`src/rtl/bchc_pkg.sv`:
```
// Package with shared types and constants for the button click and hold classifier.
package bchc_pkg;

  localparam int unsigned CfgWidth       = 16;
  localparam int unsigned CfgAddrWidth   = 2;
  localparam int unsigned TimeWidthDflt  = 16;
  localparam int unsigned EventWidth     = 3;

  localparam logic [CfgAddrWidth-1:0] RegDebounce = 2'd0;
  localparam logic [CfgAddrWidth-1:0] RegClick    = 2'd1;
  localparam logic [CfgAddrWidth-1:0] RegRelease  = 2'd2;
  localparam logic [CfgAddrWidth-1:0] RegHold     = 2'd3;

  localparam logic [CfgWidth-1:0] DebounceRst = 16'd20;
  localparam logic [CfgWidth-1:0] ClickRst    = 16'd300;
  localparam logic [CfgWidth-1:0] ReleaseRst  = 16'd300;
  localparam logic [CfgWidth-1:0] HoldRst     = 16'd1000;

  localparam logic [EventWidth-1:0] EvNone    = 3'd0;
  localparam logic [EventWidth-1:0] EvSingle  = 3'd1;
  localparam logic [EventWidth-1:0] EvDouble  = 3'd2;
  localparam logic [EventWidth-1:0] EvHold    = 3'd3;
  localparam logic [EventWidth-1:0] EvRelease = 3'd4;
  localparam logic [EventWidth-1:0] EvError   = 3'd5;

  typedef struct packed {
    logic [CfgWidth-1:0] debounce_ticks;
    logic [CfgWidth-1:0] click_ticks;
    logic [CfgWidth-1:0] release_ticks;
    logic [CfgWidth-1:0] hold_ticks;
  } cfg_t;

endpackage

```
`src/rtl/bchc_cfg.sv`:
```
// Configuration register file for the button click and hold classifier.
module bchc_cfg (
  input  logic                                clk_i,
  input  logic                                rst_ni,
  input  logic                                cfg_we_i,
  input  logic [bchc_pkg::CfgAddrWidth-1:0]   cfg_addr_i,
  input  logic [bchc_pkg::CfgWidth-1:0]       cfg_wdata_i,
  output bchc_pkg::cfg_t                      cfg_o
);

  bchc_pkg::cfg_t cfg_q;

  always_ff @(posedge clk_i or negedge rst_ni) begin
    if (!rst_ni) begin
      cfg_q.debounce_ticks <= bchc_pkg::DebounceRst;
      cfg_q.click_ticks    <= bchc_pkg::ClickRst;
      cfg_q.release_ticks  <= bchc_pkg::ReleaseRst;
      cfg_q.hold_ticks     <= bchc_pkg::HoldRst;
    end else if (cfg_we_i) begin
      case (cfg_addr_i)
        bchc_pkg::RegDebounce: cfg_q.debounce_ticks <= cfg_wdata_i;
        bchc_pkg::RegClick:    cfg_q.click_ticks    <= cfg_wdata_i;
        bchc_pkg::RegRelease:  cfg_q.release_ticks  <= cfg_wdata_i;
        bchc_pkg::RegHold:     cfg_q.hold_ticks     <= cfg_wdata_i;
        default: ;
      endcase
    end
  end

  assign cfg_o = cfg_q;

endmodule

```
`src/rtl/bchc_fsm.sv`:
```
// Gesture state machine and saturating elapsed-tick counter.
module bchc_fsm #(
  parameter int unsigned TIME_WIDTH = bchc_pkg::TimeWidthDflt
) (
  input  logic                               clk_i,
  input  logic                               rst_ni,
  input  logic                               step_i,
  input  logic                               pressed_i,
  input  bchc_pkg::cfg_t                     cfg_i,
  output logic [bchc_pkg::EventWidth-1:0]    event_o
);

  localparam int unsigned CmpWidth =
    (TIME_WIDTH > bchc_pkg::CfgWidth) ? TIME_WIDTH : bchc_pkg::CfgWidth;

  localparam logic [3:0] PhIdle           = 4'd0;
  localparam logic [3:0] PhDebounce       = 4'd1;
  localparam logic [3:0] PhFirstPress     = 4'd2;
  localparam logic [3:0] PhFirstGap       = 4'd3;
  localparam logic [3:0] PhSingle         = 4'd4;
  localparam logic [3:0] PhSecondDebounce = 4'd5;
  localparam logic [3:0] PhSecondPress    = 4'd6;
  localparam logic [3:0] PhDouble         = 4'd7;
  localparam logic [3:0] PhLongPress      = 4'd8;
  localparam logic [3:0] PhHold           = 4'd9;
  localparam logic [3:0] PhReleaseWait    = 4'd10;
  localparam logic [3:0] PhRelease        = 4'd11;
  localparam logic [3:0] PhError          = 4'd12;

  logic [3:0]            phase_q, phase_d;
  logic [TIME_WIDTH-1:0] elapsed_q, elapsed_d, tick;
  logic [CmpWidth-1:0]   tick_x;
  logic                  clr;
  logic                  ge_deb, ge_click, ge_rel, gt_rel, gt_hold;
  logic [bchc_pkg::EventWidth-1:0] ev;

  assign tick   = (&elapsed_q) ? elapsed_q : elapsed_q + 1'b1;
  assign tick_x = CmpWidth'(tick);

  assign ge_deb   = tick_x >= CmpWidth'(cfg_i.debounce_ticks);
  assign ge_click = tick_x >= CmpWidth'(cfg_i.click_ticks);
  assign ge_rel   = tick_x >= CmpWidth'(cfg_i.release_ticks);
  assign gt_rel   = tick_x >  CmpWidth'(cfg_i.release_ticks);
  assign gt_hold  = tick_x >  CmpWidth'(cfg_i.hold_ticks);

  always_comb begin
    phase_d = phase_q;
    clr     = 1'b0;
    ev      = bchc_pkg::EvNone;
    case (phase_q)
      PhDebounce: begin
        if (ge_deb) begin
          if (!pressed_i) begin
            phase_d = PhIdle;
          end else begin
            phase_d = PhFirstPress;
            clr     = 1'b1;
          end
        end
      end
      PhFirstPress: begin
        if (!pressed_i && !ge_click) begin
          phase_d = PhFirstGap;
          clr     = 1'b1;
        end else if (ge_click) begin
          phase_d = PhLongPress;
        end
      end
      PhFirstGap: begin
        if (!pressed_i && ge_rel) begin
          phase_d = PhSingle;
        end else if (pressed_i && !ge_rel) begin
          phase_d = PhSecondDebounce;
          clr     = 1'b1;
        end
      end
      PhSingle: begin
        ev      = bchc_pkg::EvSingle;
        phase_d = PhIdle;
      end
      PhSecondDebounce: begin
        if (ge_deb) begin
          if (!pressed_i) begin
            phase_d = PhSingle;
          end else begin
            phase_d = PhSecondPress;
            clr     = 1'b1;
          end
        end
      end
      PhSecondPress: begin
        if (!pressed_i && !ge_click) begin
          phase_d = PhDouble;
        end else if (pressed_i && ge_click) begin
          phase_d = PhError;
        end
      end
      PhDouble: begin
        ev      = bchc_pkg::EvDouble;
        phase_d = PhIdle;
      end
      PhLongPress: begin
        if (!pressed_i && !gt_hold) begin
          phase_d = PhError;
        end else if (gt_hold) begin
          phase_d = PhHold;
        end
      end
      PhHold: begin
        ev = bchc_pkg::EvHold;
        if (!pressed_i) begin
          phase_d = PhReleaseWait;
          clr     = 1'b1;
        end
      end
      PhReleaseWait: begin
        if (pressed_i && !gt_rel) begin
          phase_d = PhHold;
        end else if (gt_rel) begin
          phase_d = PhRelease;
        end
      end
      PhRelease: begin
        ev      = bchc_pkg::EvRelease;
        phase_d = PhIdle;
      end
      PhError: begin
        ev      = bchc_pkg::EvError;
        phase_d = PhIdle;
      end
      default: begin
        // Idle, and the unused codes behave the same way.
        if (pressed_i) begin
          phase_d = PhDebounce;
          clr     = 1'b1;
        end else begin
          phase_d = PhIdle;
        end
      end
    endcase
  end

  assign elapsed_d = clr ? '0 : tick;

  always_ff @(posedge clk_i or negedge rst_ni) begin
    if (!rst_ni) begin
      phase_q   <= PhIdle;
      elapsed_q <= '0;
    end else if (step_i) begin
      phase_q   <= phase_d;
      elapsed_q <= elapsed_d;
    end
  end

  assign event_o = ev;

endmodule

```
`src/rtl/button_click_hold_classifier.sv`:
```
// Top level of the button click and hold classifier with its stream ports.
//
// Each request on the slave stream is one timer tick carrying the sampled
// button level, and each one gives exactly one result on the master stream:
// none, single click, double click, hold, release or error. A request is
// registered, stepped through the gesture state machine once the output
// register is free, and its result is held in that output register, so the
// block takes one request per clock cycle while the master side is ready.
// The elapsed-tick counter saturates at its maximum, and all thresholds can
// be rewritten through the configuration port while the streams are idle.
module button_click_hold_classifier #(
  parameter int unsigned TIME_WIDTH = bchc_pkg::TimeWidthDflt
) (
  input  logic                               clk_i,
  input  logic                               rst_ni,
  input  logic                               cfg_we_i,
  input  logic [bchc_pkg::CfgAddrWidth-1:0]  cfg_addr_i,
  input  logic [bchc_pkg::CfgWidth-1:0]      cfg_wdata_i,
  input  logic                               s_axis_tvalid,
  output logic                               s_axis_tready,
  input  logic [7:0]                         s_axis_tdata,   // [0] pressed
  output logic                               m_axis_tvalid,
  input  logic                               m_axis_tready,
  output logic [7:0]                         m_axis_tdata    // [2:0] event_res
);

  bchc_pkg::cfg_t cfg;

  logic                              in_valid_q;
  logic                              pressed_q;
  logic                              out_valid_q;
  logic [bchc_pkg::EventWidth-1:0]   event_q;
  logic [bchc_pkg::EventWidth-1:0]   event_d;
  logic                              out_free;
  logic                              advance;

  assign out_free      = !out_valid_q || m_axis_tready;
  assign advance       = in_valid_q && out_free;
  assign s_axis_tready = !in_valid_q || advance;

  bchc_cfg u_cfg (
    .clk_i       (clk_i),
    .rst_ni      (rst_ni),
    .cfg_we_i    (cfg_we_i),
    .cfg_addr_i  (cfg_addr_i),
    .cfg_wdata_i (cfg_wdata_i),
    .cfg_o       (cfg)
  );

  bchc_fsm #(
    .TIME_WIDTH (TIME_WIDTH)
  ) u_fsm (
    .clk_i     (clk_i),
    .rst_ni    (rst_ni),
    .step_i    (advance),
    .pressed_i (pressed_q),
    .cfg_i     (cfg),
    .event_o   (event_d)
  );

  always_ff @(posedge clk_i or negedge rst_ni) begin
    if (!rst_ni) begin
      in_valid_q  <= 1'b0;
      out_valid_q <= 1'b0;
    end else begin
      if (s_axis_tready) begin
        in_valid_q <= s_axis_tvalid;
      end
      if (out_free) begin
        out_valid_q <= in_valid_q;
      end
    end
  end

  always_ff @(posedge clk_i) begin
    if (s_axis_tvalid && s_axis_tready) begin
      pressed_q <= s_axis_tdata[0];
    end
    if (advance) begin
      event_q <= event_d;
    end
  end

  assign m_axis_tvalid = out_valid_q;
  assign m_axis_tdata  = {5'd0, event_q};

`ifndef NO_ASSERTIONS
  a_event_range: assert property (@(posedge clk_i) disable iff (!rst_ni)
    out_valid_q |-> (event_q <= bchc_pkg::EvError))
    else $error("result event code out of range");

  a_result_source: assert property (@(posedge clk_i) disable iff (!rst_ni)
    $rose(out_valid_q) |-> $past(in_valid_q))
    else $error("result appeared without a buffered request");

  a_request_moves: assert property (@(posedge clk_i) disable iff (!rst_ni)
    (in_valid_q && !out_valid_q) |=> out_valid_q)
    else $error("buffered request did not reach the output register");
`endif

endmodule

```
`config.mk`:
```
export PLATFORM = sky130hd
export DESIGN_NAME = button_click_hold_classifier
export DESIGN_NICKNAME = d
export VERILOG_FILES = /design/src/rtl/bchc_pkg.sv /design/src/rtl/bchc_cfg.sv /design/src/rtl/bchc_fsm.sv /design/src/rtl/button_click_hold_classifier.sv
export SDC_FILE = /design/constraint.sdc
export NUM_CORES = 1
export LEC_CHECK = 0
export BUFFER_PORTS_ARGS = -buffer_cell sky130_fd_sc_hd__buf_2
export CELL_PAD_IN_SITES_DETAIL_PLACEMENT = 1
export CELL_PAD_IN_SITES_GLOBAL_PLACEMENT = 1
export CORE_UTILIZATION = 48
export DETAILED_ROUTE_END_ITERATION = 12
export GPL_ROUTABILITY_DRIVEN = 0
export PLACE_DENSITY = 0.87
export SLEW_MARGIN = 20
export SYNTH_ARGS = -nofsm -noshare
export SYNTH_HDL_FRONTEND = slang
export SYNTH_SLANG_ARGS = --single-unit
```
`constraint.sdc`:
```
create_clock -name clk_i -period 6.3 [get_ports clk_i]
set_input_delay 0.945 -clock clk_i [delete_from_list [all_inputs] [get_ports clk_i]]
set_output_delay 0.945 -clock clk_i [all_outputs]
set_load 0.03 [all_outputs]
```
# Word-level counts from Yosys, hierarchy flattened

Cells that the tools add are included.

Multiply operators: 0
Magnitude comparators: 5
Shift operators: 0
Equality and inequality tests: 23
Reductions and logical operators: 27
Div/mod/pow operators: 0
Mux-type cells: 27
Add/subtract/negate cells: 1
Bitwise logic cells: 0

Operators with widths:

| kind                                                  | count |
|---|---|
| two-way mux 4 bit                                     | 13 |
| greater-or-equal comparator 16 bit                    | 3 |
| one-hot mux 4 bit (9 select lines)                    | 1 |
| > comparator 16 bit                                   | 2 |
| two-way mux 16 bit                                    | 2 |
| == test 4 bit, second input constant                  | 5 |
| adder 16 x 1 -> 16 bit, second input constant         | 1 |
| == test 4 x 3 -> 1 bit, second input constant         | 4 |
| AND reduction 16 bit                                  | 1 |
| inequality test 3 x 1 -> 1 bit, second input constant | 5 |
| one-hot mux 3 bit (5 select lines)                    | 1 |
| AND reduction 9 bit                                   | 1 |
| == test 4 x 2 -> 1 bit, second input constant         | 2 |
| logical AND 1 bit                                     | 8 |
| AND reduction 2 bit                                   | 4 |
| zero test 1 bit                                       | 7 |
| two-way mux 1 bit                                     | 7 |
| OR reduction 7 bit                                    | 1 |
| one-hot mux 1 bit (5 select lines)                    | 1 |
| == test 2 bit, second input constant                  | 2 |
| == test 4 x 1 -> 1 bit, second input constant         | 1 |
| two-way mux 2 bit                                     | 2 |
| inequality test 2 x 1 -> 1 bit, second input constant | 2 |
| OR reduction 4 bit                                    | 1 |
| 5 further kinds                                       | 6 |

Latch bits: 0
Logic and storage cells: 93
Output and inout port bits: 10
ROM bits: 0
Register bits after elaboration: 90
Memories: 0
Bits of input ports: 31
Memory bits (writable): 0

# Depth between registers and ports, before layout

Gate-level depths: netlist of run 1.

Depth in word-level cells: 9
Mapped depth: 20
Depth with buffers taken out: 18

# By module

From an unflattened synthesis of run 1, not the netlist that was laid out.

Cell total of the unflattened synthesis: 594
Area, all modules: 6059.6 um^2

Modules (own cells, without submodules):

| module                       | cells each | sequential area each (um^2) | times used | area an instance (um^2) |
|---|---|---|---|---|
| bchc_fsm                     | 440        | 500.5                       | 1          | 3363.2 |
| bchc_cfg                     | 136        | 1621.6                      | 1          | 2431.1 |
| button_click_hold_classifier | 18         | 170.2                       | 1          | 265.3 |

# Least setup slack after synthesis of run 1

OpenSTA, ideal clock, no wires.

Path type: register to register
From: register u_fsm.elapsed_q[0]
To: register u_fsm.phase_q[3]
Buffers on the path: 1
Path slack: 1.626 ns
Period minus slack after synthesis: 4.674 ns
Arrival time: 4.570 ns
Required time: 6.197 ns
Library setup time: 0.103 ns
Stages on the path, launching flop included: 19
Path through: dfrtp_1 ha_1 nand3_1 or4_1 clkbuf_1 nand4_1 nor2_1 nand3_1 o21a_1 or2_2 ha_1 a211oi_1 nor2_1 a2111oi_0 o211ai_2 xor2_1 o2111ai_4 a211o_1 o41ai_2

Longest elaborated chain between the ends: 7
Elaborated cells on any way between the ends: 32
Those cells by class: 1 x add/sub; 5 x order compare; 7 x eq/ne; 7 x mux; 12 x reduce/logical

RTL lines:

| element                                                                                           | RTL line        | text |
|---|---|---|
| from (decl)                                                                                       | bchc_fsm.sv:31  | `logic [TIME_WIDTH-1:0] elapsed_q, elapsed_d, tick;` |
| from (signal assigned)                                                                            | bchc_fsm.sv:151 | `elapsed_q <= elapsed_d;` |
| adder 16 x 1 -> 16 bit / AND reduction 16 bit (equally long branches)                             | bchc_fsm.sv:37  | `assign tick = (&elapsed_q) ? elapsed_q : elapsed_q + 1'b1;` |
| two-way mux 16 bit (*)                                                                            | bchc_fsm.sv:37  |  |
| > comparator 16 bit, or another cell as far along                                                 | bchc_fsm.sv:43  | `assign gt_rel = tick_x > CmpWidth'(cfg_i.release_ticks);` |
| zero test 1 bit, on equally long branches                                                         | --              |  |
| logical AND 1 bit, on equally long branches                                                       | --              |  |
| inequality test 3 x 1 -> 1 bit (no source line), or another cell as far along                     | --              |  |
| AND reduction 9 bit (no source line) / one-hot mux 4 bit (9 select lines) (equally long branches) | --              |  |
| to (signal assigned)                                                                              | bchc_fsm.sv:147 | `phase_q <= PhIdle;` |
| to (signal assigned)                                                                              | bchc_fsm.sv:150 | `phase_q <= phase_d;` |
| to (decl)                                                                                         | bchc_fsm.sv:30  | `logic [3:0] phase_q, phase_d;` |

Every way passes the cells marked *; elsewhere a longest branch is shown, timed or not.
A chain may end at the register's enable or synchronous reset.

# Final worst setup path of run 1

From: register u_fsm.elapsed_q[0]
To: register u_fsm.elapsed_q[9]

Longest elaborated chain between the ends: 9
Elaborated cells on any way between the ends: 17
Those cells by class: 1 x add/sub; 3 x order compare; 7 x mux; 6 x reduce/logical

RTL lines:

| element                                                               | RTL line        | text |
|---|---|---|
| adder 16 x 1 -> 16 bit / AND reduction 16 bit (equally long branches) | bchc_fsm.sv:37  |  |
| two-way mux 16 bit (*)                                                | bchc_fsm.sv:37  |  |
| greater-or-equal comparator 16 bit                                    | bchc_fsm.sv:42  | `assign ge_rel = tick_x >= CmpWidth'(cfg_i.release_ticks);` |
| zero test 1 bit                                                       | bchc_fsm.sv:72  | `end else if (pressed_i && !ge_rel) begin` |
| logical AND 1 bit                                                     | bchc_fsm.sv:72  |  |
| two-way mux 1 bit                                                     | bchc_fsm.sv:72  |  |
| two-way mux 1 bit                                                     | bchc_fsm.sv:70  | `if (!pressed_i && ge_rel) begin` |
| one-hot mux 1 bit (5 select lines)                                    | bchc_fsm.sv:50  | `case (phase_q)` |
| two-way mux 16 bit (*)                                                | bchc_fsm.sv:143 | `assign elapsed_d = clr ? '0 : tick;` |

Marks and branches as above.

==> results.toml, run 1 <==
[setup_path]
crit_buf_inv = 0
max_stage_delay_ns = 0.47
critPathMaxFanout = 17
crit_family = "simple AND/OR/NAND/NOR gates"
crit_path_end_kind = "register"
path_class = "reg2reg"
cp.required_ns = 6.56
reg2regPathDepth = 18
worstPathCellList = "ha_1 > nand3_1 > or4_1 > nand4_1 > nor2_1 > nand3_1 > or2_2 > nand2_1 > nand2_1 > ha_1 > nand4_1 > nor3_1 > nand4_1 > o211ai_2 > o21ai_0 > a2bb2oi_4 > nand3_2 > o22ai_1"
start_kind = "register"
crit_slowest_cell = "dfrtp_1"
worst_path_most_repeated_cell = "nand4_1"
cp_num_cells = 18
worstPathArrival_ns = 5.85

[grt]
grt_pass1_wl_um = 28000
grt_max_degree = 56
antenna_found_initial = 0
overflow = 0
track_usage_pct = 28.7
grt_pass1_vias = 5374

[logic_synthesis]
synth.area.top_cells = "dfrtp_1 (30%), ha_1 (13%), mux2_2 (9.7%), dfstp_2 (7.1%), inv_1 (5.2%)"
synth_enable_flop_cells = 4
netlist-cell-type-count = 65
synth_top_cell_area_share_pct = 29.6
synth.avg_cell_area_um2 = 9.44
synthArstFlopShare_pct = 95.6
synth-seq-cells = 90
yosysTopAreaCell = "dfrtp_1"
syn_inst = 627
synth_common_cells = "inv_1 (82), nand2_1 (74), dfrtp_1 (70)"
synthFlopType = "dfrtp_1"
syn_area_um2 = 5920
seq_area_frac_synth_pct = 38.7
post-synth-top-count-cell = "inv_1"
ys_warn_count = 0

[floorplanning]
initial_core_util_pct = 49.3
io_pins = 41
die_h_um = 113
rows = 40
dieArea_um2 = 12800
core_area_um2 = 12000
die_w_um = 113

[sta]
final.setup.tns_ns = 0
finClkSkew_ns = 0.00996
worst_pin_slew_ns = 1.05
max_slew_margin_pct = 30.1
rsz0062_at_grt = "false"
drv_slew = 0
hold_violations = 0
timing.fmax_ghz = 0.179
worst_slack_ns = 0.707
report.final.setup_viol = 0
min_period_over_period_pct = 88.8
fin_crit_ns = 5.59

[clock_tree]
ctsResizeCount = 0
post-cts-setup-buffers = 0
cts_hold_buf = 0
clock_sinks = 90
root_buffer = "clkbuf_16"
path_clk_slew_ns = 0.07
clock_latency_ns = 0.36
numCtsBuffers = 9
htreeDepth = 3
clockBufferDepth = 2
tritoncts = "yes"

[cells_and_area]
finalNonFillerCells = 804
drive_above_1_share_pct = 19.8
area_delta_synth_final_pct = 10.3
fin_nets = 744
insertedDiodeCount = 0

[placed_design]
placed_cells = 788
dp_slack_ns = 0.606
io_buffers = 28
dp_hpwl_um = 11900

[routing]
ant_nets = 0
routedWlPerCell_um = 20.6
drt_wl_total_um = 16600
via_per_inst = 5.98
drc_errors = 0
first_iter_violations = 223
dr_total_vias = 4805
dr.pass1.iters = 4

[power_and_ir_drop]
power.total_mw = 2.41
vdd.ir_drop.worst_mv = 0.137
power.leakage_nw = 3.11
powerDensity_nw_per_um2 = 369

[min_path]
holdPathStages = 1
hp-class = "reg2reg"

[run_status]
status = "finished clean"

[run]
drv_cap = 0
-- worst reg2reg max path: stages, from the launching register on --
cell	delay, ns
dfrtp_1	0.47
ha_1	0.31
nand3_1	0.19
or4_1	0.24
nand4_1	0.21
nor2_1	0.38
nand3_1	0.32
or2_2	0.37
nand2_1	0.07
nand2_1	0.18
ha_1	0.39
nand4_1	0.20
nor3_1	0.33
nand4_1	0.15
o211ai_2	0.29
o21ai_0	0.19
a2bb2oi_4	0.47
nand3_2	0.41
o22ai_1	0.31
-- per-layer routing --
| metal | global-route usage (%) | vias up | routed length, µm |
|---|---|---|---|
| li1 | - | 2255 | - |
| met1 | 33.0 | 2410 | 6740 |
| met3 | 5.41 | 41 | 577 |
| met2 | 51.7 | 99 | 8770 |
| met4 | 12.6 | 0 | 512 |
| met5 | 0 | - | 0 |
-- cell families after synthesis --
| logic type | share of synthesized area [%] |
|---|---|
| simple gates | 16.4 |
| compound gates | 13.8 |
| buf+inv | 6.99 |
| flops | 38.7 |
| fa+ha+maj | 12.9 |
| mux | 10.0 |
| xor+xnor | 1.12 |
| other cells | 0.0633 |
-- report_power, final --
| group | leakage (nW) | switching [mW] | total, mW | internal [mW] |
|---|---|---|---|---|
| Clock | 0.163 | 0.244 | 0.603 | 0.359 |
| Combinational | 1.88 | 0.570 | 0.962 | 0.392 |
| Sequential | 1.07 | 0.129 | 0.842 | 0.713 |
| Total | 3.11 | 0.942 | 2.41 | 1.46 |
-- area by class of cell --
type	count	area, µm²
Clock buffer	10	239
Inverter	82	308
Timing Repair Buffer	32	173
Fill cell	1363	5480
Sequential cell	90	2290
Tap cell	147	184
Clock inverter	6	87.6
Multi-Input combinational cell	437	3250
-- cells in the final DEF (no fill, tap or decap), types with 3 or more instances in the layout --
| cell type | count |
|---|---|
| a211oi_1 | 4 |
| a21o_1 | 4 |
| a21oi_1 | 27 |
| a31oi_1 | 16 |
| and2_1 | 4 |
| and3_1 | 4 |
| and4_1 | 4 |
| buf_2 | 27 |
| buf_4 | 5 |
| clkbuf_16 | 9 |
| conb_1 | 5 |
| dfrtp_1 | 70 |
| dfstp_2 | 16 |
| edfxtp_1 | 4 |
| ha_1 | 61 |
| inv_1 | 82 |
| mux2_2 | 51 |
| nand2_1 | 74 |
| nand2b_1 | 7 |
| nand3_1 | 22 |
| nand3b_1 | 4 |
| nand4_1 | 16 |
| nor2_1 | 25 |
| nor2b_1 | 3 |
| nor3_1 | 6 |
| nor3b_1 | 3 |
| o211ai_1 | 4 |
| o21ai_0 | 30 |
| o22ai_1 | 13 |
| or2_2 | 3 |
| xnor2_1 | 4 |
-- path summary, 6_finish.rpt --
kind                                                startpoint                             end  slack (ns)
min in group asynchronous                               rst_ni      u_cfg.cfg_o[2]$_DFFE_PN0P_        0.51
worst max register to register  u_fsm.elapsed_q[0]$_DFFE_PN0P_  u_fsm.elapsed_q[9]$_DFFE_PN0P_        0.71
max in group asynchronous                               rst_ni     u_cfg.cfg_o[47]$_DFFE_PN0P_        4.71
worst min register to register          in_valid_q$_DFFE_PN0N_       m_axis_tvalid$_DFFE_PN0P_        0.50
worst min-delay path                    in_valid_q$_DFFE_PN0N_       m_axis_tvalid$_DFFE_PN0P_        0.50
worst max-delay path            u_fsm.elapsed_q[0]$_DFFE_PN0P_  u_fsm.elapsed_q[9]$_DFFE_PN0P_        0.71
-- flip-flops by register name, indices dropped and copies added (netlist names) --
register         count
u_fsm.phase_q        4
u_cfg.cfg_o         64
pressed_q            1
m_axis_tvalid        1
event_q              3
u_fsm.elapsed_q     16
in_valid_q           1
-- through the flow --
stage	instance area, µm²	util [%]	hold WS (ns)
detailed placement	6190	51.5	0.492
global route	6530	54.4	0.526
global placement	6190	51.5	0.470
floorplan	5940	-	0.457
CTS	6520	54.3	0.508
finish	6530	54.4	0.495
Note: power is estimated with default switching activity, not from simulation.
==> run 2: changes to the inputs <==
--- a/config.mk
+++ b/config.mk
@@ -8,10 +8,11 @@
 export BUFFER_PORTS_ARGS = -buffer_cell sky130_fd_sc_hd__buf_2
 export CELL_PAD_IN_SITES_DETAIL_PLACEMENT = 1
 export CELL_PAD_IN_SITES_GLOBAL_PLACEMENT = 1
-export CORE_UTILIZATION = 48
+export CORE_UTILIZATION = 49
+export CTS_BUF_LIST = sky130_fd_sc_hd__clkbuf_8
 export DETAILED_ROUTE_END_ITERATION = 12
 export GPL_ROUTABILITY_DRIVEN = 0
-export PLACE_DENSITY = 0.87
+export PLACE_DENSITY = 0.88
 export SLEW_MARGIN = 20
 export SYNTH_ARGS = -nofsm -noshare
 export SYNTH_HDL_FRONTEND = slang
==> run 2 against run 1 <==
The flow now finishes with violations (DRC). Die area fell by 2.0%. Clock power fell by 36%. Register-to-register slack got worse by 0.02 ns. Sequential power barely moved. Critical path depth fell by 1. Largest power group unchanged.
==> results.toml, run 2 (same netlist as run 1, synthesis figures left out) <==
[run_status]
status = "complete, but fails checks"
violations = "DRC"

[run]
drv_cap = 0

[power_and_ir_drop]
clock_power_share_pct = 17.6
power.total_mw = 2.18
combPwrFrac_pct = 43.8
pwr-share-seq_pct = 38.6
powerDensity_nw_per_um2 = 342
internal_power_mw = 1.27
p_switching_uw = 910
vdd.ir_drop.worst_mv = 0.179
p_sw_share_pct = 41.8
power.leakage_nw = 3.05

[sta]
worst_pin_slew_ns = 1.04
worst_slack_ns = 0.684
hold_ws_ns = 0.512
timing.fmax_ghz = 0.178
rsz0062_at_grt = "false"
hold_violations = 0
report.final.setup_viol = 0
fin_crit_ns = 5.62
drv_slew = 0
finClkSkew_ns = 0.0117
min_period_over_period_pct = 89.1
final.setup.tns_ns = 0
max_slew_margin_pct = 30.1

[cells_and_area]
area_delta_synth_final_pct = 7.67
fin_nets = 743
insertedDiodeCount = 0
final_common_cell = "inv_1"
drive_above_1_share_pct = 19.4
largest_reg_flops = 64
mostFrequentLayoutCells = "inv_1 (84), nand2_1 (74), dfrtp_1 (70)"

[min_path]
hp-class = "reg2reg"

[setup_path]
critPathMaxFanout = 17
path_class = "reg2reg"
crit_path_end_kind = "register"
worstPathArrival_ns = 5.93
cp.required_ns = 6.61
start_kind = "register"

[floorplanning]
core_area_um2 = 11600
io_pins = 41
dieArea_um2 = 12500
initial_core_util_pct = 51.0
die_h_um = 112
die_w_um = 112
rows = 39

[grt]
grt_pass1_vias = 5222
grt_pass1_wl_um = 26300
overflow = 0
antenna_found_initial = 0
grt_max_degree = 87
track_usage_pct = 27.1

[clock_tree]
clock_sinks = 90
numCtsBuffers = 9
cts_hold_buf = 0
tritoncts = "yes"
clockBufferDepth = 2
path_clk_slew_ns = 0.09
clock_latency_ns = 0.39
root_buffer = "clkbuf_8"
htreeDepth = 3

[routing]
drc_errors = 4
ant_nets = 0
dr_total_vias = 4774
via_per_inst = 5.97
first_iter_violations = 233
drt_wl_total_um = 15800
dr.pass1.iters = 8
routedWlPerCell_um = 19.7

[placed_design]
io_buffers = 28
dp_slack_ns = 0.599
dp_hpwl_um = 11700
## run 2: routing by layer
| metal | up-vias | routed length [µm] | part of all wire, % | global-route usage [%] |
|---|---|---|---|---|
| li1 | 2245 | - | - | - |
| met1 | 2422 | 6810 | 43 | 32.9 |
| met2 | 75 | 8030 | 51 | 47.1 |
| met3 | 32 | 508 | 3.2 | 4.14 |
| met4 | 0 | 429 | 2.7 | 12.7 |
| met5 | - | 0 | 0 | 0 |
## run 2: path summary, 6_finish.rpt
| path | start | end | slack, ns | cells after the start |
|---|---|---|---|---|
| min in group asynchronous | rst_ni | u_cfg.cfg_o[20]$_DFFE_PN0P_ | 0.59 | 1 |
| max in group asynchronous | rst_ni | u_fsm.phase_q[0]$_DFFE_PN0P_ | 5.15 | 1 |
| setup reg to reg | u_fsm.elapsed_q[0]$_DFFE_PN0P_ | u_fsm.elapsed_q[4]$_DFFE_PN0P_ | 0.68 | 17 |
| hold / removal | u_cfg.cfg_o[15]$_DFFE_PN0P_ | u_cfg.cfg_o[15]$_DFFE_PN0P_ | 0.51 | 1 |
| setup / recovery | u_fsm.elapsed_q[0]$_DFFE_PN0P_ | u_fsm.elapsed_q[4]$_DFFE_PN0P_ | 0.68 | 17 |
| hold reg to reg | u_cfg.cfg_o[15]$_DFFE_PN0P_ | u_cfg.cfg_o[15]$_DFFE_PN0P_ | 0.51 | 1 |
## run 2: repair_timing
action,4_1_cts,5_1_grt
setup endpoints to repair,0,3
setup buffers,0,0
gates resized for setup,0,1
## run 2: metrics by stage
| stage | instance area (µm²) | cells | utilization (%) |
|---|---|---|---|
| after global routing | 6370 | 799 | 54.9 |
| after detailed placement | 6180 | 783 | 53.2 |
| after global placement | 6180 | 783 | 53.2 |
| after CTS | 6360 | 799 | 54.8 |
| after floorplan | 5940 | 631 | - |
| final | 6370 | 799 | 54.9 |
## run 2: area by class of cell
type	instances	area [µm²]
fill	1355	5240
multi-input combinational	437	3250
sequential	90	2290
inverter	82	308
tap	143	179
timing repair buffer	31	169
clock buffer	11	151
clock inverter	5	30.0
## run 2: worst max-delay path, stage by stage, from the launching register on
cell,delay [ns]
dfrtp_1,0.50
ha_1,0.33
nand3_1,0.20
or4_1,0.26
nand4_1,0.22
nor2_1,0.40
nand3_1,0.30
o21a_1,0.26
or2_2,0.36
ha_1,0.35
nand4_1,0.18
nor3_1,0.31
nand4_1,0.18
o211ai_2,0.28
o21ai_0,0.18
a2bb2oi_4,0.48
nand3_2,0.43
o22ai_1,0.29
## run 2: power by group through the flow
| stage | sequential (mW) | clock (mW) | combinational [mW] |
|---|---|---|---|
| 3_3_place_gp | 0.832 | 0 | 0.844 |
| 2_1_floorplan | 0.792 | 0 | 0.693 |
| 4_1_cts | 0.837 | 0.386 | 0.935 |
| 5_1_grt | 0.858 | 0.408 | 1.06 |
| 6_report | 0.840 | 0.384 | 0.954 |
| 3_5_place_dp | 0.849 | 0 | 0.920 |
